[src/hw/rtl/pirm_pkg.sv]
// ----------------------------------------------------------------------------
// pirm_pkg
// Shared types, constants and the control store of the positional-insert,
// range-minimum block.
// ----------------------------------------------------------------------------
`default_nettype none

package pirm_pkg;

  // Fixed field widths
  localparam int POS_W  = 11;
  localparam int DATA_W = 32;

  // Step numbers of the control program
  typedef logic [2:0] step_t;

  localparam step_t STEP_IDLE     = 3'd0;
  localparam step_t STEP_DISPATCH = 3'd1;
  localparam step_t STEP_I_CHECK  = 3'd2;
  localparam step_t STEP_I_SHIFT  = 3'd3;
  localparam step_t STEP_I_PUT    = 3'd4;
  localparam step_t STEP_Q_CHECK  = 3'd5;
  localparam step_t STEP_Q_SCAN   = 3'd6;
  localparam step_t STEP_DONE     = 3'd7;

  // Datapath operation of one step
  typedef enum logic [2:0] {
    ACT_LOAD    = 3'd0,
    ACT_NONE    = 3'd1,
    ACT_I_SETUP = 3'd2,
    ACT_SHIFT   = 3'd3,
    ACT_PUT     = 3'd4,
    ACT_Q_SETUP = 3'd5,
    ACT_SCAN    = 3'd6,
    ACT_DELIVER = 3'd7
  } act_t;

  // Jump condition of one step
  typedef enum logic [2:0] {
    COND_ALWAYS    = 3'd0,
    COND_FIRE      = 3'd1,
    COND_QUERY     = 3'd2,
    COND_FULL      = 3'd3,
    COND_BAD       = 3'd4,
    COND_SHIFT_END = 3'd5,
    COND_SCAN_END  = 3'd6,
    COND_OUT_FREE  = 3'd7
  } cond_t;

  // One control word: jump to target when cond holds, otherwise
  // stay (hold set) or step on to the next word
  typedef struct packed {
    act_t  act;
    cond_t cond;
    step_t target;
    logic  hold;
  } ctrl_word_t;

  // Datapath flags seen by the sequencer
  typedef struct packed {
    logic fire;
    logic is_query;
    logic full;
    logic bad;
    logic shift_end;
    logic scan_end;
    logic out_free;
  } dp_status_t;

  // Control store
  function automatic ctrl_word_t seq_rom(input step_t step);
    ctrl_word_t cw;
    begin
      cw = '{act: ACT_NONE, cond: COND_ALWAYS, target: STEP_IDLE, hold: 1'b0};
      case (step)
        STEP_IDLE:     cw = '{act: ACT_LOAD,    cond: COND_FIRE,
                              target: STEP_DISPATCH, hold: 1'b1};
        STEP_DISPATCH: cw = '{act: ACT_NONE,    cond: COND_QUERY,
                              target: STEP_Q_CHECK, hold: 1'b0};
        STEP_I_CHECK:  cw = '{act: ACT_I_SETUP, cond: COND_FULL,
                              target: STEP_DONE, hold: 1'b0};
        STEP_I_SHIFT:  cw = '{act: ACT_SHIFT,   cond: COND_SHIFT_END,
                              target: STEP_I_PUT, hold: 1'b1};
        STEP_I_PUT:    cw = '{act: ACT_PUT,     cond: COND_ALWAYS,
                              target: STEP_DONE, hold: 1'b0};
        STEP_Q_CHECK:  cw = '{act: ACT_Q_SETUP, cond: COND_BAD,
                              target: STEP_DONE, hold: 1'b0};
        STEP_Q_SCAN:   cw = '{act: ACT_SCAN,    cond: COND_SCAN_END,
                              target: STEP_DONE, hold: 1'b1};
        STEP_DONE:     cw = '{act: ACT_DELIVER, cond: COND_OUT_FREE,
                              target: STEP_IDLE, hold: 1'b1};
        default:       cw = '{act: ACT_NONE,    cond: COND_ALWAYS,
                              target: STEP_IDLE, hold: 1'b0};
      endcase
      return cw;
    end
  endfunction

endpackage

`default_nettype wire

[src/hw/rtl/pirm_seq.sv]
// ----------------------------------------------------------------------------
// pirm_seq
// Step counter and control store: issues one control word per cycle and
// takes conditional jumps on datapath flags.
// ----------------------------------------------------------------------------
`default_nettype none

module pirm_seq
  import pirm_pkg::*;
(
  input  wire logic       clk,
  input  wire logic       rst_n,
  input  wire dp_status_t status,
  output ctrl_word_t      cw
);

  step_t pc_r;
  step_t pc_nxt;
  logic  cond_ok;

  // Fetch the current control word
  assign cw = seq_rom(pc_r);

  // Select the jump condition
  always_comb begin
    case (cw.cond)
      COND_ALWAYS:    cond_ok = 1'b1;
      COND_FIRE:      cond_ok = status.fire;
      COND_QUERY:     cond_ok = status.is_query;
      COND_FULL:      cond_ok = status.full;
      COND_BAD:       cond_ok = status.bad;
      COND_SHIFT_END: cond_ok = status.shift_end;
      COND_SCAN_END:  cond_ok = status.scan_end;
      COND_OUT_FREE:  cond_ok = status.out_free;
      default:        cond_ok = 1'b1;
    endcase
  end

  // Jump, hold or advance
  always_comb begin
    if (cond_ok) begin
      pc_nxt = cw.target;
    end else if (cw.hold) begin
      pc_nxt = pc_r;
    end else begin
      pc_nxt = pc_r + step_t'(1);
    end
  end

  always_ff @(posedge clk) begin
    if (!rst_n) begin
      pc_r <= STEP_IDLE;
    end else begin
      pc_r <= pc_nxt;
    end
  end

endmodule

`default_nettype wire

[config.mk]
export PLATFORM = sky130hd
export DESIGN_NAME = pirm_seq
export DESIGN_NICKNAME = d
export VERILOG_FILES = /design/src/hw/rtl/pirm_pkg.sv /design/src/hw/rtl/pirm_seq.sv
export SDC_FILE = /design/constraint.sdc
export NUM_CORES = 1
export LEC_CHECK = 0
export BUFFER_PORTS_ARGS = -buffer_cell sky130_fd_sc_hd__buf_2
export CAP_MARGIN = 40
export CORE_AREA = 5 5 42 44
export DETAILED_ROUTE_END_ITERATION = 10
export DIE_AREA = 0 0 47 49
export PLACE_DENSITY = 0.67
export REMOVE_ABC_BUFFERS = 1
export SYNTH_ARGS = -nofsm -noshare
export SYNTH_HDL_FRONTEND = slang
export SYNTH_SLANG_ARGS = --single-unit
[constraint.sdc]
create_clock -name clk -period 6.55 [get_ports clk]
set_input_delay 1.31 -clock clk [delete_from_list [all_inputs] [get_ports clk]]
set_output_delay 1.31 -clock clk [all_outputs]
set_load 0.01 [all_outputs]
# Yosys cells after proc, flatten, opt, wreduce, memory -nomap -nowiden
# Memory sizes are Yosys's and may differ from the RTL's. A register that Yosys moved wholly into a read port is not among the register bits.
# Cells that the tools add are included.
# word_totals
reg_bits,3
memories,1
in_bits,9
out_inout_bits,10
rom_bits,80
# classes
addsub,1
reduce_logical,1
n_eq_ne,8
n_mux,5
# mem_list
memory,depth,word_bits,read_ports,rd_clocked_by_memory_dff,write_ports,line_no,source
(name not given),8,10,1,1,0,pirm_pkg.sv:75,case (step)
# op_table
cell,count
$eq A3 B3 Y1 const B,4
$mux W3,4
$pmux W1 S8,1
$eq A3 B2 Y1 const B,2
$add A3 B1 Y3 const B,1
$eq A3 B1 Y1 const B,1
$logic_not A3 Y1,1
$ne A2 B1 Y1 const B,1

# Logic depth before layout (Yosys ltp)
# depth
ltp_word,5
mapped_depth,9

# Least setup slack after synthesis
# No wires, ideal clock.
# synth_timing
kind,in2reg
startpoint,in status[1] (netlist name)
endpoint,reg cw[5] (netlist name)
path_slack_ns,3.496
path_buffers,0
cell_stages,8
arrival_time_ns,2.914
setup_time_ns,0.140
cell_sequence,mux2_4 -> a311oi_2 -> mux2i_1 -> nor2b_1 -> inv_1 -> ha_1 -> inv_1 -> mux2i_1
# synth_via
elab_chain_len,4
word_cells_on_any_way,5
classes_between,eq/ne (1); mux (4)
# synth_lines
item,line_no,source
from (decl),pirm_seq.sv:13,"input wire dp_status_t status,"
$pmux W1 S8 *,pirm_seq.sv:26,case (cw.cond)
$ne A2 B1 Y1 (no source line) or $mux W3 (tied branches),n/a,
$mux W3 (no source line) * (2 in series),n/a,
# Every way passes the cells marked *; elsewhere a longest branch is shown, timed or not.
# A chain may end at the register's enable or synchronous reset.

# Worst setup path after layout
# layout_timing
startpoint,in status[1] (netlist name)
endpoint,reg cw[5] (netlist name)
# layout_via
elab_chain_len,4
word_cells_on_any_way,5
classes_between,eq/ne (1); mux (4)
# layout_lines
item,line_no
$pmux W1 S8 *,pirm_seq.sv:26
$ne A2 B1 Y1 (no source line) or $mux W3 (tied branches),n/a
$mux W3 (no source line) * (2 in series),n/a
# Marked as above.

==> impl_metrics.ini <==
[outcome]
outcome = finished clean

[grt]
grt_pass1_wl_um = 1530
grt_pass1_vias = 375
grt_start_max_net_pins = 8
gr-total-overflow = 0
antenna_found_initial = 0
track_usage = 0.0998

[synth]
netlist_instances = 51
yosys_warnings = 0
synth-seq-cells = 13
synthDistinctLibCells = 16
synth.yosys.seq_area_share = 0.441
syn-cell-area_sq_um = 591
postSynthAreaPerCell_sq_um = 11.6

[detailed_routing]
drc_errors = 0
ant_nets = 0
routedWlPerCell_um = 10.7
via_per_inst = 4.60
drt-pass1-iter-count = 1
drt_iter0_drc = 0
num_vias = 405
wirelength_um = 943

[die]
ios = 19
die_area_sq_um = 2300
core_sq_um = 1400
die_h_um = 49
die_w_um = 47
start_util = 0.421
num_rows = 14

[worst_hold_path]
hold_class = flip-flop to flip-flop

[power_and_ir_drop]
power_density_nw_per_um2 = 539
p_leak_nw = 0.353
ir_drop_mv = 0.237

[placement]
place.gp.congestion = 0.751
portBuffers = 18
dp_cells = 84
dp_hpwl_um = 764

[final_layout]
layout_commonest_cell = buf_2
diodes = 0
stdcell_count = 88
final_core_util = 0.511
drive_gt1_frac = 0.389
num-nets-final = 86
area_delta_synth_final_pct = 21.2
layout_common_cells = buf_2 (18), dfxtp_1 (13), mux2i_1 (9), inv_1 (6), ha_1 (4)

[timing]
final_hold_viol_count = 0
rsz0062_at_grt = no
final_max_slew_viol_count = 0
setup_viol = 0
tightestPinTransition_ps = 478
fin_crit_ps = 3070
clock_skew_ps = 2.47
max_freq_ghz = 0.326
fin_setup_tns_ps = 0
holdWs_ps = 645
fin_crit_sh = 0.469
max_slew_margin = 0.672

[clock_network]
holdBufCountCts = 0
clkLatencyLatePin_ps = 270
cts.clk_slew.worst_paths_ps = 70
cts_inserted_buffers = 3
cts_sinks = 13
cts_tree = built
h-tree-depth = 1
ctsResizeCount = 0
clock_tree.buffer_depth = 2
post_cts_buffers = 0
clockRootBuffer = clkbuf_4

[critical_path]
crit_arrival_ps = 3210
critPathRequiredTime_ps = 6690
end_kind = flip-flop
path_max_fanout = 6
worstSetupStartpointType = input pin
path_class = input pin to flip-flop

[flow_run]
cap_violations = 0
==> cell usage after synthesis, drive strengths merged <==
library cell | number | area [sq um]
a211oi | 1 | 7.51
a311oi | 1 | 15.0
and2 | 2 | 16.3
buf | 1 | 11.3
dfxtp | 13 | 260
ha | 4 | 50.1
inv | 6 | 22.5
mux2 | 4 | 52.6
mux2i | 9 | 90.1
nand2 | 2 | 7.51
nand2b | 1 | 6.26
nor2b | 3 | 18.8
nor3b | 2 | 15.0
xnor2 | 2 | 17.5
==> power by group <==
group / internal [mW] / switching [mW] / leakage, nW
clock: 0.0236 / 0.0238 / 0.0150
combinational: 0.102 / 0.0931 / 0.230
sequential: 0.118 / 0.0248 / 0.108
==> flip-flops by register name (all words and copies together), names as in the netlist <==
name / cells
cw: 10
pc_r: 3
==> critical path, stage by stage <==
cell and delay [ps]:
buf_2 100, mux2_4 260, a311oi_2 430, mux2i_1 500, nor2b_1 180, inv_1 90
ha_1 230, inv_1 50, mux2i_1 60
==> cells by family after synthesis <==
family          count (synthesis)  share of synthesized area
flops                          13                      0.441
fa+ha+maj                       4                     0.0847
mux                            13                      0.242
compound gates                  2                     0.0381
buf+inv                         7                     0.0572
simple gates                   10                      0.108
xor+xnor                        2                     0.0297
==> stage by stage <==
step / setup WS (ps) / instance area, sq um / power (mW)
final: 3480 / 716 / 0.386
after CTS: 3470 / 716 / 0.393
after floorplan: 3500 / 579 / 0.290
after detailed placement: 3160 / 689 / 0.344
after global routing: 3250 / 716 / 0.422
after global placement: 3230 / 689 / 0.343
==> area by class of cell <==
cell class,instances,area (sq um)
clock buffers,4,26.3
well taps,16,20.0
repair buffers,18,90.1
flip-flops and latches,13,260
multi-input cells,31,297
fillers,138,686
inverters,6,22.5
==> path summary, 6_finish.rpt <==
path                               startpoint                    to  slack (ps)  cells past startpoint
worst max register to register  cw[4]$_DFF_P_         cw[5]$_DFF_P_        4120                      8
worst max-delay path                status[1]         cw[5]$_DFF_P_        3480                      9
worst min register to register  cw[3]$_DFF_P_  pc_r[2]$_SDFFE_PN0N_         640                      2
worst min-delay path            cw[3]$_DFF_P_  pc_r[2]$_SDFFE_PN0N_         640                      2
==> routing by layer <==
| metal | vias to the layer above | track usage | routed length [um] |
|---|---|---|---|
| met5 | - | 0 | 0 |
| met4 | 0 | 0.0968 | 40 |
| met3 | 5 | 0.0554 | 108 |
| met1 | 170 | 0.116 | 422 |
| li1 | 213 | - | - |
| met2 | 17 | 0.120 | 371 |
Note: power is estimated with default switching activity, not from simulation.
